[config.mk]
export PLATFORM = sky130hd
export DESIGN_NAME = smbus_master_transfer_sequencer
export DESIGN_NICKNAME = d
export VERILOG_FILES = /design/src/hw/rtl/smbms_pkg.sv /design/src/hw/rtl/smbus_master_transfer_sequencer.sv
export VERILOG_INCLUDE_DIRS = /design/src /design/src/hw/rtl
export SDC_FILE = /design/constraint.sdc
export NUM_CORES = 1
export LEC_CHECK = 0
export BUFFER_PORTS_ARGS = -buffer_cell sky130_fd_sc_hd__buf_4
export CORE_ASPECT_RATIO = 1.1
export CORE_UTILIZATION = 56
export DETAILED_ROUTE_END_ITERATION = 16
export GPL_TIMING_DRIVEN = 0
export PLACE_DENSITY = 0.82
export SKIP_LAST_GASP = 1
export SYNTH_ARGS = -nofsm -noshare
export SYNTH_HDL_FRONTEND = slang
export SYNTH_SLANG_ARGS = --single-unit
[constraint.sdc]
create_clock -name clk -period 5.2 [get_ports clk]
set_input_delay 1.04 -clock clk [delete_from_list [all_inputs] [get_ports clk]]
set_output_delay 1.04 -clock clk [all_outputs]
set_load 0.05 [all_outputs]
[src/hw/rtl/smbus_master_transfer_sequencer_macros.svh]
// Assertion macros for the SMBus master transfer sequencer.
// Define ASSERT_OFF to compile the checks out; no other dependencies.
`ifndef SMBUS_MASTER_TRANSFER_SEQUENCER_MACROS_SVH
`define SMBUS_MASTER_TRANSFER_SEQUENCER_MACROS_SVH

`ifndef ASSERT_OFF

// Same-cycle implication, checked outside reset.
`define SMBMS_ASSERT_IMPLY(label, clk, rst_n, ante, cons) \
	label: assert property (@(posedge clk) disable iff (!(rst_n)) (ante) |-> (cons)) \
		else $error("smbus sequencer: implication check failed");

// Next-cycle implication, checked outside reset.
`define SMBMS_ASSERT_NEXT(label, clk, rst_n, ante, cons) \
	label: assert property (@(posedge clk) disable iff (!(rst_n)) (ante) |=> (cons)) \
		else $error("smbus sequencer: next-cycle check failed");

`else

`define SMBMS_ASSERT_IMPLY(label, clk, rst_n, ante, cons)
`define SMBMS_ASSERT_NEXT(label, clk, rst_n, ante, cons)

`endif

`endif

[src/hw/rtl/smbms_pkg.sv]
// Types and codes for the SMBus master transfer sequencer.
// No dependencies; imported by smbus_master_transfer_sequencer.
`timescale 1ns / 1ps

package smbms_pkg;

	typedef enum logic {
		OP_START = 1'b0,
		OP_EVENT = 1'b1
	} operation_t;

	typedef enum logic [1:0] {
		BUS_START_SENT    = 2'd0,
		BUS_BYTE_SENT     = 2'd1,
		BUS_BYTE_RECEIVED = 2'd2,
		BUS_OTHER         = 2'd3
	} bus_status_t;

	typedef enum logic [1:0] {
		MODE_WRITE        = 2'd0,
		MODE_READ         = 2'd1,
		MODE_WRITE_WADDR  = 2'd2,
		MODE_RANDOM_READ  = 2'd3
	} transfer_mode_t;

	localparam int CFG_INDEX_W = 3;
	localparam int CFG_DATA_W  = 8;

	typedef enum logic [CFG_INDEX_W-1:0] {
		CFG_TARGET_ADDRESS  = 3'd0,
		CFG_TRANSFER_MODE   = 3'd1,
		CFG_WORD_ADDRESS    = 3'd2,
		CFG_TRANSFER_LENGTH = 3'd3,
		CFG_ACK_POLL_ENABLE = 3'd4
	} cfg_index_t;

	// Sequencer state carried from one word to the next.
	typedef struct packed {
		logic       busy;
		logic       read_dir;
		logic       waddr_pend;
		logic       rstart_pend;
		logic       rand_read;
		logic [7:0] byte_count;
	} seq_state_t;

	// One result word.
	typedef struct packed {
		logic       start_accepted;
		logic       drive_start;
		logic       drive_stop;
		logic       load_valid;
		logic [7:0] load_byte;
		logic       ack_out;
		logic       store_valid;
		logic [7:0] read_data;
		logic [7:0] byte_index;
		logic       busy_res;
		logic       failed;
	} seq_result_t;

endpackage

[src/hw/rtl/smbus_master_transfer_sequencer.sv]
// SMBus master transfer sequencer: top level, input stage, step logic, result register.
// Depends on smbms_pkg and smbus_master_transfer_sequencer_macros.svh.
`timescale 1ns / 1ps
//
// Usage
//   Input channel (in_valid / in_stall) carries one word per start request or
//   bus-status event. Output channel (out_valid / out_stall) returns exactly one
//   result word per input word, in order.
//   Configuration (wr_en / wr_index / wr_data) is to be written only while idle;
//   the block itself does not enforce this. An index past the register list is ignored.
// Pipeline
//   A word is held in the input register while the step logic resolves it against
//   the sequencer state; the result register loads from the step logic when it is
//   empty or being drained, and out_valid then rises. One word per cycle is sustained
//   while out_stall is low.
// Reset
//   arst_n clears both stage valids and the sequencer state (not busy, count
//   zero); registers take their defaults, ack polling enabled.
// Stall
//   While out_stall holds a pending result, the input register still takes one
//   word; after that in_stall rises until the result is taken.
//
`include "smbus_master_transfer_sequencer_macros.svh"

module smbus_master_transfer_sequencer
	import smbms_pkg::*;
(
	input  logic                   clk,
	input  logic                   arst_n,
	// configuration
	input  logic                   wr_en,
	input  logic [CFG_INDEX_W-1:0] wr_index,
	input  logic [CFG_DATA_W-1:0]  wr_data,
	// input channel
	input  logic                   in_valid,
	output logic                   in_stall,
	input  logic                   operation,
	input  logic [1:0]             bus_status,
	input  logic                   ack_received,
	input  logic [7:0]             received_byte,
	input  logic [7:0]             write_data,
	// output channel
	output logic                   out_valid,
	input  logic                   out_stall,
	output logic                   start_accepted,
	output logic                   drive_start,
	output logic                   drive_stop,
	output logic                   load_valid,
	output logic [7:0]             load_byte,
	output logic                   ack_out,
	output logic                   store_valid,
	output logic [7:0]             read_data,
	output logic [7:0]             byte_index,
	output logic                   busy_res,
	output logic                   failed
);

	// configuration registers
	logic [6:0]     target_address_q;
	transfer_mode_t transfer_mode_q;
	logic [7:0]     word_address_q;
	logic [7:0]     transfer_length_q;
	logic           ack_poll_enable_q;

	always_ff @(posedge clk or negedge arst_n) begin
		if (!arst_n) begin
			target_address_q  <= '0;
			transfer_mode_q   <= MODE_WRITE;
			word_address_q    <= '0;
			transfer_length_q <= '0;
			ack_poll_enable_q <= 1'b1;
		end else if (wr_en) begin
			unique case (cfg_index_t'(wr_index))
				CFG_TARGET_ADDRESS:  target_address_q  <= wr_data[6:0];
				CFG_TRANSFER_MODE:   transfer_mode_q   <= transfer_mode_t'(wr_data[1:0]);
				CFG_WORD_ADDRESS:    word_address_q    <= wr_data;
				CFG_TRANSFER_LENGTH: transfer_length_q <= wr_data;
				CFG_ACK_POLL_ENABLE: ack_poll_enable_q <= wr_data[0];
				default: begin
					// unmapped index: drop the write
				end
			endcase
		end
	end

	// input register
	logic        valid_s1;
	operation_t  operation_s1;
	bus_status_t bus_status_s1;
	logic        ack_received_s1;
	logic [7:0]  received_byte_s1;
	logic [7:0]  write_data_s1;

	logic        out_valid_q;
	seq_result_t result_q;
	logic        advance;

	// s1 moves on whenever the result register is empty or being drained
	assign advance  = valid_s1 && (!out_valid_q || !out_stall);
	assign in_stall = valid_s1 && !advance;

	always_ff @(posedge clk or negedge arst_n) begin
		if (!arst_n) begin
			valid_s1 <= 1'b0;
		end else if (!in_stall) begin
			valid_s1 <= in_valid;
		end
	end

	always_ff @(posedge clk) begin
		if (in_valid && !in_stall) begin
			operation_s1     <= operation_t'(operation);
			bus_status_s1    <= bus_status_t'(bus_status);
			ack_received_s1  <= ack_received;
			received_byte_s1 <= received_byte;
			write_data_s1    <= write_data;
		end
	end

	// step logic
	seq_state_t  state_q;
	seq_state_t  state_d;
	seq_result_t res;
	logic        count_below;
	logic [7:0]  count_next;

	assign count_below = state_q.byte_count < transfer_length_q;

	always_comb begin
		state_d    = state_q;
		res        = '0;
		count_next = state_q.byte_count;
		if (operation_s1 == OP_START) begin
			// start while busy is refused and changes nothing
			if (!state_q.busy) begin
				state_d.busy        = 1'b1;
				state_d.read_dir    = (transfer_mode_q == MODE_READ);
				state_d.waddr_pend  = (transfer_mode_q == MODE_WRITE_WADDR) ||
				                      (transfer_mode_q == MODE_RANDOM_READ);
				state_d.rand_read   = (transfer_mode_q == MODE_RANDOM_READ);
				state_d.rstart_pend = 1'b0;
				res.start_accepted  = 1'b1;
				res.drive_start     = 1'b1;
			end
		end else begin
			unique case (bus_status_s1)
				BUS_START_SENT: begin
					// address phase: slave address plus direction bit
					res.load_valid     = 1'b1;
					res.load_byte      = {target_address_q, state_q.read_dir};
					state_d.byte_count = '0;
				end
				BUS_BYTE_SENT: begin
					if (ack_received_s1) begin
						priority if (state_q.rstart_pend) begin
							res.drive_start     = 1'b1;
							state_d.rstart_pend = 1'b0;
						end else if (state_q.waddr_pend) begin
							state_d.waddr_pend = 1'b0;
							res.load_valid     = 1'b1;
							res.load_byte      = word_address_q;
							if (state_q.rand_read) begin
								state_d.rstart_pend = 1'b1;
								state_d.read_dir    = 1'b1;
							end
						end else if (!state_q.read_dir) begin
							if (count_below) begin
								res.load_valid     = 1'b1;
								res.load_byte      = write_data_s1;
								res.byte_index     = state_q.byte_count;
								state_d.byte_count = state_q.byte_count + 8'd1;
							end else begin
								res.drive_stop = 1'b1;
								state_d.busy   = 1'b0;
							end
						end else begin
							// ACK on the read address: wait for data
						end
					end else if (ack_poll_enable_q) begin
						// ack polling: retry from START, flags kept
						res.drive_start = 1'b1;
					end else begin
						res.failed   = 1'b1;
						state_d.busy = 1'b0;
					end
				end
				BUS_BYTE_RECEIVED: begin
					if (count_below) begin
						res.store_valid = 1'b1;
						res.read_data   = received_byte_s1;
						res.byte_index  = state_q.byte_count;
						res.ack_out     = 1'b1;
						count_next      = state_q.byte_count + 8'd1;
					end
					state_d.byte_count = count_next;
					// last byte (or zero length): NACK it and stop
					if (count_next == transfer_length_q) begin
						state_d.busy = 1'b0;
						res.ack_out  = 1'b0;
						res.drive_stop = 1'b1;
					end
				end
				BUS_OTHER: begin
					res.failed   = 1'b1;
					state_d.busy = 1'b0;
				end
			endcase
		end
		res.busy_res = state_d.busy;
	end

	// state and result registers
	always_ff @(posedge clk or negedge arst_n) begin
		if (!arst_n) begin
			state_q     <= '0;
			out_valid_q <= 1'b0;
		end else begin
			if (advance) begin
				state_q <= state_d;
			end
			if (advance) begin
				out_valid_q <= 1'b1;
			end else if (!out_stall) begin
				out_valid_q <= 1'b0;
			end
		end
	end

	always_ff @(posedge clk) begin
		if (advance) begin
			result_q <= res;
		end
	end

	assign out_valid      = out_valid_q;
	assign start_accepted = result_q.start_accepted;
	assign drive_start    = result_q.drive_start;
	assign drive_stop     = result_q.drive_stop;
	assign load_valid     = result_q.load_valid;
	assign load_byte      = result_q.load_byte;
	assign ack_out        = result_q.ack_out;
	assign store_valid    = result_q.store_valid;
	assign read_data      = result_q.read_data;
	assign byte_index     = result_q.byte_index;
	assign busy_res       = result_q.busy_res;
	assign failed         = result_q.failed;

	// checks
	`SMBMS_ASSERT_IMPLY(a_stall_only_when_full, clk, arst_n, in_stall, out_valid && out_stall)
	`SMBMS_ASSERT_IMPLY(a_fail_releases_busy, clk, arst_n, out_valid && failed, !busy_res)
	`SMBMS_ASSERT_IMPLY(a_accept_drives_start, clk, arst_n, out_valid && start_accepted,
		drive_start && busy_res)
	`SMBMS_ASSERT_NEXT(a_advance_fills_output, clk, arst_n, advance, out_valid)

endmodule
# [Yosys cells after proc, flatten, opt, wreduce, memory -nomap -nowiden]
# Index checks and enable logic that the tools add are counted.
[totals] regBits=93 in_bits=36 output_inout_bits=34 word_cells=133
[op_classes] addsub=1 order_cmp=1 n_eq_ne=22 muxes=52 bitwise_logic=3 reduce_logical=25
[op_table] op="8-bit 2-to-1 mux" n=12
[op_table] op="10-bit 2-to-1 mux" n=3
[op_table] op="8-bit case mux with 3 select lines" n=1
[op_table] op="1-bit 2-to-1 mux" n=21
[op_table] op="18-bit 2-to-1 mux" n=1
[op_table] op="9-bit 2-to-1 mux" n=2
[op_table] op="9-bit case mux with 2 select lines" n=1
[op_table] op="8-bit case mux with 2 select lines" n=1
[op_table] op="7-bit AND reduction" n=2
[op_table] op="3-bit 2-to-1 mux" n=4
[op_table] op="2-bit != test, second input constant" n=6
[op_table] op="2-bit AND reduction" n=6
[op_table] op="2-bit by 1-bit != test with 1-bit output, second input constant" n=5
[op_table] op="8-bit by 1-bit adder with 8-bit output, second input constant" n=1
[op_table] op="2-bit equality test, second input constant" n=4
[op_table] op="8-bit equality test" n=1
[op_table] op="8-bit less-than comparator" n=1
[op_table] op="4-bit 2-to-1 mux" n=2
[op_table] op="3-bit by 2-bit equality test with 1-bit output, second input constant" n=2
[op_table] op="3-bit AND reduction" n=2
[op_table] op="5-bit AND reduction" n=1
[op_table] op="2-bit by 1-bit equality test with 1-bit output, second input constant" n=2
[op_table] op="1-bit zero test" n=4
[op_table] op="1-bit case mux with 2 select lines" n=2
[op_table] op="12 further kinds" n=17

# [Longest topological paths before layout]
# Gate-level depths: netlist of run 1.
[depth] ltp_word=8 mapped_depth=16 ltp_nobuf=14

# [Least setup slack after synthesis of run 1]
# Ideal clock, no wire load.
[synth_path] kind="input port to flip-flop" startpoint="input port out_stall" endpoint="register state_q[3] (netlist bit)" setup_time_ps=83 arrival_ps=3402 t_required_ps=5117 setup_slack_ps=1715 stages=8 path_buffers=1 cell_sequence="nand2_1 -> and2_1 -> clkbuf_1 -> nand4b_1 -> inv_1 -> nand2_1 -> or3_1 -> o21ai_0"
[synth_via] elab_chain_len=4
[synth_lines] element="from (decl)" line="smbus_master_transfer_sequencer.sv:44" rtl="input logic out_stall,"
[synth_lines] element="1-bit zero test"
[synth_lines] element="1-bit logical OR" line="smbus_master_transfer_sequencer.sv:99" rtl="assign advance = valid_s1 && (!out_valid_q || !out_stall);"
[synth_lines] element="1-bit logical AND" line="smbus_master_transfer_sequencer.sv:99"
[synth_lines] element="named net advance" line="smbus_master_transfer_sequencer.sv:96" rtl="logic advance;"
[synth_lines] element="7-bit AND reduction (no source line)"
[synth_lines] element="to (signal assigned)" line="smbus_master_transfer_sequencer.sv:219" rtl="state_q <= state_d;"
[synth_lines] element="to (decl)" line="smbus_master_transfer_sequencer.sv:121" rtl="seq_state_t state_q;"
# The timed path passes the listed nets, and every way through them passes these cells.
# A chain may end at the register's enable or synchronous reset.

==> flow_summary_export.csv, run 1 <==
group,metric,value,unit
status,outcome,"finished clean",
synth,synth_area_per_cell,12.1,µm²
setup_path,max_stage_delay,0.45,ns
cts,cts_buffer_depth,2,
setup_path,path_cells,"inv_1, ha_1, or3_1, a21oi_1, a211oi_2, nand2b_4, inv_2, buf_6, clkbuf_1, ha_1, xor2_1, a21oi_1, o21ai_0, a211o_1, a211oi_2, o21ai_0",
synth,ys.flop_type,"edfxtp_1",
sta,max_freq,0.273,GHz
placement,dp_hpwl,6180,µm
setup_path,startpoint,"transfer_length_q[3]",
routing,wl_per_cell,15.8,µm
cts,cts_setup_buffers,0,
global_routing,grt_usage,23.6,%
placement,gp_congestion,0.872,
finish,nets,486,
setup_path,start_kind,"flip-flop",
setup_path,setup.worst_path.end_class,"flip-flop",
synth,synthArstFlopShare,44.1,%
floorplanning,start_util,57.9,%
cts,cts_buffers,9,
synth,synth_compound_area_share,10.4,%
setup_path,rr_endpoint,"busy_res",
floorplanning,chipHeight,94.2,µm
routing,ant_nets,0,
floorplanning,core_area,7470,µm²
synth,synth_top_area_cell,"edfxtp_1",
power_and_ir_drop,max-vdd-ir-drop,0.214,mV
sta,tns,0,ns
run,cap_violations,0,
routing,drc,0,
synth,syn-num-nets,406,
min_path,hold_class,"reg -> reg",
synth,synth_edf_count,52,
setup_path,criticalPathCategory,"reg -> reg",
sta,rsz0062_at_grt,"no",
sta,skew,0.0121,ns
cts,cts_tree,"yes",
cts,cts.clk_slew.worst_paths,0.10,ns
cts,htreeDepth,3,
floorplanning,die_area,8080,µm²
synth,netlist_instances,356,
sta,post-route-period-util,70.4,%
sta,hold_viol_final,0,
cts,ctsHoldBuffers,0,
sta,setup_viol,0,
finish,antenna-diode-count,0,
setup_path,cp_max_fo,10,
global_routing,grt_pass1_vias,2965,
synth,synth_warnings,0,
sta,slew_headroom,31.9,%
min_path,holdPathStages,1,
setup_path,arrival,3.76,ns
setup_path,worstPathRequired,5.30,ns
synth,synth.distinct_cells,52,
global_routing,grt_max_degree,42,
setup_path,rrSetupSlack,1.54,ns
cts,cts.sinks,93,
routing,drt-total-wl,8650,µm
floorplanning,dieWidth,85.8,µm
power_and_ir_drop,p_per_area,370,nW/µm²
cts,cts.repair.resized,0,
placement,place_area,4980,µm²
synth,synth_xor_area_share,1.62,%
global_routing,antenna_found_initial,0,
synth,muxShareOfSynthArea,7.49,%
placement,io_buffers,69,
cts,clk_latency,0.37,ns
routing,drt_iter0_markers,202,
routing,vias_per_cell,5.54,
setup_path,slowest_stage,"dfrtp_1",
cts,cts_root_buffer,"clkbuf_8",
min_path,hp-start,"valid_s1",
synth,yosysSeqAreaShare,59.8,%
synth,syn_area,4330,µm²
finish,syn_to_final_growth,19.4,%
routing,vias,3025,
synth,ys_seq_elements,93,
synth,synth_fa_ha_area_share,4.05,%
synth,synth_most_common_cell,"edfxtp_1",
floorplanning,io_pins,70,
setup_path,rr_startpoint,"transfer_length_q[3]",
setup_path,ff2ff_path_depth,16,
power_and_ir_drop,p_leak,2.23,nW
synth,netlist.area_leader.share,36.1,%
sta,fin_crit,3.66,ns
global_routing,grt_pass1_wl,14100,µm
sta,drv_slew,0,
synth,synth-simple-area-share,13.3,%
min_path,whs_endpoint,"out_valid",
finish,fin_area,5160,µm²
finish,fillers,556,
routing,first_pass_iters,4,
synth,synthTopCellsByCount,"edfxtp_1 (52), dfrtp_1 (40), nand2_1 (33)",
synth,synth_top_family_by_area,"simple AND/OR/NAND/NOR gates",
synth,yosys-top-cells-area,"edfxtp_1 (36%), dfrtp_1 (23%), mux2_2 (7.0%)",
floorplanning,row_count,33,
sta,worstMarginPinSlew,1.01,ns
global_routing,grt_remaining_overflow,0,
finish,drive_above_1_share,28.8,%
## routing by layer
metal,wire (µm),vias up,GRT usage [%]
li1,-,1447,-
met1,3670,1450,30.0
met2,4330,111,38.9
met3,454,17,4.92
met4,191,0,11.0
met5,0,-,0
## area by class of cell
cell class              count  area [µm²]  share of cell area, %
flip-flops and latches     93        2590                   50.1
inverters                  19        71.3                   1.38
well taps                 105         131                   2.54
clock buffers               9         124                   2.40
plain buffers              15        70.1                   1.36
repair buffers             69         518                   10.0
multi-input cells         229        1600                   30.9
clock inverters             7        63.8                   1.24
## how the worst max path moves through the flow
stage	to	slack [ns]	depth (start not counted)
6_report	busy_res	1.54	16
5_1_grt	busy_res	1.24	16
4_1_cts	busy_res	1.50	16
3_5_place_dp	busy_res	1.52	16
3_3_place_gp	state_q[3]	0.65	9
2_1_floorplan	state_q[3]	1.72	8
## state kept, by name (all words and copies together) (netlist names), 8 cells and up
signal / cells
word_address_q: 8
byte_index: 8
state_q: 13
load_byte: 8
transfer_length_q: 8
received_byte_s1: 8
read_data: 8
write_data_s1: 8
## cell usage in the layout, fill, tap and decap left out, drive strengths merged, types with 2 or more instances in the layout
master	instances
xor2	5
a22oi	8
buf	73
and3	10
a21o	4
a21oi	10
nor3	6
o31ai	4
xnor2	3
clkinv	2
nor2	14
nor2b	4
mux2i	2
nand3	8
or3	3
a31oi	2
and2	20
inv	23
nand4	3
a211oi	4
nand2	33
dfrtp	40
ha	14
or2	2
nand2b	3
a21boi	2
edfxtp	52
o21ai	21
clkbuf	20
mux2	27
## worst max-delay path, delay by kind of cell (launching register included)
family / cells / cell delay (ns)
simple gates: 2 / 0.55
compound gates: 7 / 1.14
buf+inv: 4 / 0.56
fa+ha+maj: 2 / 0.55
xor+xnor: 1 / 0.15
flops: 1 / 0.45
## logic make-up after synthesis
| family | after synthesis |
|---|---|
| AND/OR/NAND/NOR | 111 |
| multiplexers | 29 |
| buffers and inverters | 34 |
| flip-flops | 93 |
| XOR/XNOR | 8 |
| AO/OA/AOI/OAI | 67 |
| adder cells (fa/ha/maj) | 14 |
## where the power goes
group	internal, mW	total, mW	switching (mW)
combinational	0.196	0.485	0.288
sequential	0.889	0.963	0.0748
clock	0.185	0.463	0.277
## per-stage QoR
| step | worst slack [ns] | power (mW) | hold slack (ns) | cells | utilization, % |
|---|---|---|---|---|---|
| 2_1_floorplan | 1.72 | 1.31 | 0.449 | 356 | - |
| 3_3_place_gp | 0.651 | 1.45 | 0.461 | 530 | 66.6 |
| 3_5_place_dp | 1.52 | 1.46 | 0.470 | 530 | 66.6 |
| 4_1_cts | 1.50 | 1.92 | 0.497 | 546 | 69.1 |
| 5_1_grt | 1.24 | 2.00 | 0.514 | 546 | 69.1 |
| 6_report | 1.54 | 1.91 | 0.491 | 546 | 69.1 |
No activity file was read; power rests on OpenSTA's default activity.
==> run 2, diff against run 1 <==
Settings changed: ABC_AREA set to 1.
Clock period 5.2 ns to 3.4 ns, I/O delays scaled along.
==> flow_summary_export.csv, run 2 <==
group,metric,value,unit
floorplanning,row_count,33,
finish,layout_commonest_cell,"nand2_1",
finish,nets,555,
global_routing,grt_max_degree,42,
global_routing,grt_usage,24.2,%
placement,dp_hpwl,6420,µm
finish,largest_reg_flops,13,
sta,setup_viol,0,
synth,synth_area_per_cell,10.1,µm²
placement,gp_congestion,0.902,
setup_path,arrival,3.02,ns
sta,max_freq,0.360,GHz
power_and_ir_drop,p_per_area,725,nW/µm²
sta,setup_slack,0.626,ns
synth,yosys-top-cells-area,"edfxtp_1 (36%), dfrtp_1 (23%), nand2_1 (8.9%)",
setup_path,cp_max_fo,10,
synth,syn_area,4280,µm²
routing,vias_per_cell,5.55,
cts,clk_latency,0.37,ns
synth,ys_seq_elements,93,
synth,netlist.area_leader.share,36.5,%
sta,hold_viol_final,0,
finish,mostFrequentLayoutCells,"nand2_1 (101), buf_4 (70), inv_1 (53), edfxtp_1 (52), dfrtp_1 (40)",
cts,cts_setup_buffers,0,
setup_path,start_kind,"flip-flop",
global_routing,grt_pass1_wl,14600,µm
sta,fin_crit,2.77,ns
cts,ctsHoldBuffers,0,
sta,worstMarginPinSlew,0.907,ns
floorplanning,dieWidth,85.4,µm
routing,drt_iter0_markers,283,
finish,syn_to_final_growth,20.8,%
global_routing,grt_remaining_overflow,0,
floorplanning,start_util,57.6,%
finish,regMostFlops,"state_q",
cts,cts_buffer_depth,2,
run,cap_violations,0,
global_routing,grt_pass1_vias,3101,
power_and_ir_drop,max-vdd-ir-drop,0.477,mV
synth,synth.distinct_cells,32,
cts,cts.clk_slew.worst_paths,0.10,ns
synth,synthTopCellsByCount,"nand2_1 (101), inv_1 (53), edfxtp_1 (52)",
finish,antenna-diode-count,0,
cts,cts_tree,"yes",
setup_path,setup.worst_path.end_class,"flip-flop",
sta,rsz0062_at_grt,"no",
cts,cts_root_buffer,"clkbuf_8",
placement,preCtsSetupSlack,0.263,ns
routing,vias,3311,
power_and_ir_drop,p_leak,2.35,nW
floorplanning,core_area,7430,µm²
finish,drive_above_1_share,20.8,%
synth,netlist_instances,425,
routing,drt-total-wl,9010,µm
floorplanning,io_pins,70,
synth,synth_most_common_cell,"nand2_1",
sta,tns,0,ns
routing,ant_nets,0,
routing,wl_per_cell,15.1,µm
sta,slew_headroom,39.4,%
sta,skew,0.0126,ns
cts,cts.sinks,93,
sta,fin_hold_ws,0.276,ns
cts,htreeDepth,3,
status,outcome,"finished clean",
sta,post-route-period-util,81.6,%
setup_path,worstPathRequired,3.65,ns
routing,first_pass_iters,5,
cts,cts.repair.resized,0,
synth,yosysSeqAreaShare,60.5,%
synth,syn-num-nets,475,
synth,synthArstFlopShare,44.1,%
setup_path,criticalPathCategory,"reg -> reg",
floorplanning,chipHeight,93.7,µm
synth,synth_edf_count,52,
synth,ys.flop_type,"edfxtp_1",
placement,io_buffers,69,
floorplanning,die_area,8000,µm²
synth,synth_top_area_cell,"edfxtp_1",
routing,drc,0,
cts,cts_buffers,9,
min_path,hold_class,"in -> async",
global_routing,antenna_found_initial,0,
sta,drv_slew,0,
synth,synth_warnings,0,
run 2: cell types whose count changed in the layout (fill, tap and decap cells not counted), moves of 9 or more:
| cell | previous run | this run |
|---|---|---|
| nor2_1 | 14 | 23 |
| o21ai_0 | 21 | 35 |
| nand2_1 | 33 | 101 |
| inv_1 | 18 | 53 |
| mux2_2 | 27 | 0 |
| nand3_1 | 8 | 22 |
| and2_1 | 20 | 0 |
| and3_1 | 10 | 0 |
run 2: cell families (layout without fill, tap and decap cells):
logic type,after synthesis,in the layout,share of synthesized area [%]
adder cells (fa/ha/maj),14,14,4.09
AND/OR/NAND/NOR,173,173,17.9
XOR/XNOR,6,6,1.23
AO/OA/AOI/OAI,71,71,10.3
buffers and inverters,68,153,6.05
flip-flops,93,93,60.5
run 2: worst max-delay path, cell delays in order, from the launching register on:
cell	delay (ns)
dfrtp_1	0.38
inv_1	0.07
ha_1	0.32
a21oi_1	0.15
o21a_1	0.13
buf_4	0.16
nand2_4	0.10
inv_2	0.19
ha_1	0.30
xnor2_1	0.14
nand3_1	0.11
nor2_1	0.11
nand2_1	0.09
nand2_1	0.07
nand2_1	0.05
nand2_1	0.07
nand2_2	0.05
nand2_1	0.08
nand2_1	0.07
run 2: metrics by stage:
step                      cells  util, %  instance area [µm²]  power, mW
after floorplan             425        -                 4280       2.49
after global placement      581     66.1                 4910       2.77
after detailed placement    581     66.1                 4910       2.83
after CTS                   597     69.6                 5170       3.73
after global routing        597     69.6                 5170       3.97
final                       597     69.6                 5170       3.75
run 2: routing by layer:
layer	up-vias	global-route usage (%)	wire length (µm)
met5	-	0	0
met4	0	12.8	249
met3	24	4.39	503
met2	140	41.0	4630
met1	1558	29.6	3630
li1	1589	-	-
run 2: cell type report:
class / count / area (µm²)
buffer: 10 / 41.3
timing repair buffer: 69 / 518
clock inverter: 6 / 119
multi-input combinational: 264 / 1440
inverter: 58 / 218
sequential: 93 / 2590
clock buffer: 10 / 138
tap: 87 / 109
fill: 543 / 2260
run 2: path summary, 6_finish.rpt:
check | from | end | slack (ns) | depth (start not counted)
min | arst_n | valid_s1 | 0.28 | 1
max in group asynchronous | arst_n | ack_poll_enable_q | 2.75 | 1
min reg2reg | ack_poll_enable_q | ack_poll_enable_q | 0.50 | 2
min in group clk | received_byte[3] | received_byte_s1[3] | 0.48 | 1
max reg2reg | transfer_length_q[7] | state_q[12] | 0.63 | 18
max | transfer_length_q[7] | state_q[12] | 0.63 | 18
run 2: power by group:
group	internal, mW	total [mW]	switching (mW)
logic	0.454	1.31	0.851
clock network	0.516	0.920	0.404
registers	1.39	1.53	0.140
total	2.36	3.75	1.39
==> run 3, diff against run 2 <==
Clock period 3.4 ns to 2.85 ns, I/O delays scaled along.
==> flow_summary_export.csv, run 3 (synthesized netlist as in run 2, its figures left out) <==
group,metric,value,unit
min_path,hold_class,"in -> async",
setup_path,crit_buf_inv,2,
finish,largest_reg_flops,13,
setup_path,criticalPathCategory,"reg -> reg",
global_routing,grt_pass1_vias,3101,
setup_path,arrival,2.86,ns
routing,vias_per_cell,5.60,
finish,final_cell_count_no_fill,602,
finish,mostFrequentLayoutCells,"nand2_1 (101), buf_4 (73), inv_1 (53), edfxtp_1 (52), dfrtp_1 (40)",
finish,fillers,536,
global_routing,grt_usage,24.2,%
cts,cts_buffers,9,
sta,skew,0.0126,ns
finish,antenna-diode-count,0,
floorplanning,dieWidth,85.4,µm
placement,placed_cells,581,
cts,cts_tree,"yes",
finish,final_util,70.3,%
routing,drc,0,
power_and_ir_drop,p_leak,2.38,nW
routing,vias,3369,
sta,setup_viol,0,
sta,setup_slack,0.242,ns
cts,clk_latency,0.37,ns
setup_path,setup.worst_path.end_class,"flip-flop",
finish,drive_above_1_share,21.6,%
sta,worstMarginPinSlew,0.861,ns
placement,dp_hpwl,6420,µm
setup_path,rr_endpoint,"state_q[12]",
global_routing,grt_max_degree,42,
floorplanning,core_area,7430,µm²
cts,cts_buffer_depth,2,
global_routing,grt_pass1_wl,14600,µm
cts,cts_root_buffer,"clkbuf_8",
setup_path,worstPathRequired,3.10,ns
run,cap_violations,0,
global_routing,grt_remaining_overflow,0,
sta,post-route-period-util,91.5,%
setup_path,cp_max_fo,10,
setup_path,rrSetupSlack,0.24,ns
finish,nets,560,
finish,regMostFlops,"state_q",
placement,gp_congestion,0.902,
sta,drv_slew,0,
setup_path,path_cells,"inv_1, ha_1, a21oi_1, nand2_2, nand2_4, nand2_8, inv_8, ha_1, xnor2_1, nand3_1, nor2_1, nand2_1, nand2_1, nand2_1, nand2_1, nand2_2, nand2_1, nand2_1",
finish,regArea,2590,µm²
floorplanning,row_count,33,
routing,wl_per_cell,15.3,µm
finish,multi_input_area,1460,µm²
setup_path,ff2ff_path_depth,18,
cts,cts.clk_slew.worst_paths,0.09,ns
placement,preCtsSetupSlack,-0.177,ns
sta,hold_viol_final,0,
sta,slew_headroom,42.6,%
cts,cts.sinks,93,
routing,drt-total-wl,9180,µm
finish,syn_to_final_growth,22.1,%
setup_path,start_kind,"flip-flop",
sta,tns,0,ns
sta,fin_crit,2.61,ns
finish,layout_commonest_cell,"nand2_1",
floorplanning,chipHeight,93.7,µm
status,outcome,"finished clean",
placement,io_buffers,69,
routing,ant_nets,0,
floorplanning,io_pins,70,
routing,drt_iter0_markers,352,
setup_path,slowest_stage,"dfrtp_1",
setup_path,critPathTopFamily,"simple AND/OR/NAND/NOR gates",
power_and_ir_drop,max-vdd-ir-drop,0.563,mV
setup_path,max_stage_delay,0.41,ns
cts,htreeDepth,3,
setup_path,crit_top_cell,"nand2_1",
floorplanning,start_util,57.6,%
setup_path,rr_startpoint,"transfer_length_q[3]",
global_routing,antenna_found_initial,0,
power_and_ir_drop,p_per_area,867,nW/µm²
floorplanning,die_area,8000,µm²
routing,first_pass_iters,5,
sta,max_freq,0.383,GHz
-- run 3: cell count changes in the layout (fill, tap and decap cells not counted), sizes merged --
| cell | before | now |
|---|---|---|
| buf | 71 | 75 |
| nor2 | 28 | 29 |
-- run 3: per-stage QoR --
step | hold slack [ns] | total power [mW] | area, µm²
floorplan | 0.274 | 2.97 | 4280
global placement | 0.455 | 3.31 | 4910
detailed placement | 0.482 | 3.37 | 4910
CTS | 0.184 | 4.45 | 5170
global route | 0.206 | 4.80 | 5230
finish | 0.167 | 4.53 | 5230
-- run 3: per-layer routing --
layer,vias to the layer above,GRT usage (%),wire length [µm]
met1,1598,29.6,3750
met2,150,41.0,4680
li1,1598,-,-
met3,23,4.39,502
met5,-,0,0
met4,0,12.8,252
-- run 3: layout make-up --
cell class / instances / area share, %
Multi-Input combinational cell: 265 / 27.8
Sequential cell: 93 / 49.5
Buffer: 10 / 0.862
Clock buffer: 10 / 2.63
Clock inverter: 6 / 2.27
Inverter: 58 / 4.31
Tap cell: 87 / 2.08
Timing Repair Buffer: 73 / 10.5
-- run 3: worst max path at each step --
stage | start | end | depth (start not counted)
after CTS | out_valid | state_q[6] | 7
after detailed placement | out_stall | state_q[6] | 8
after floorplan | out_valid | state_q[1] | 7
final | transfer_length_q[3] | state_q[12] | 18
after global placement | out_stall | state_q[6] | 8
after global routing | transfer_length_q[5] | state_q[12] | 18
-- run 3: what timing repair did --
item,4_1_cts,5_1_grt
endpoints found under the setup margin,0,11
resized for setup,0,5
hold buffers,0,0
buffers inserted,0,4
-- run 3: power by group --
| group | internal (mW) | total (mW) | switching [mW] |
|---|---|---|---|
| Clock | 0.615 | 1.09 | 0.476 |
| Combinational | 0.575 | 1.62 | 1.05 |
| Sequential | 1.65 | 1.82 | 0.166 |
| Total | 2.84 | 4.53 | 1.69 |
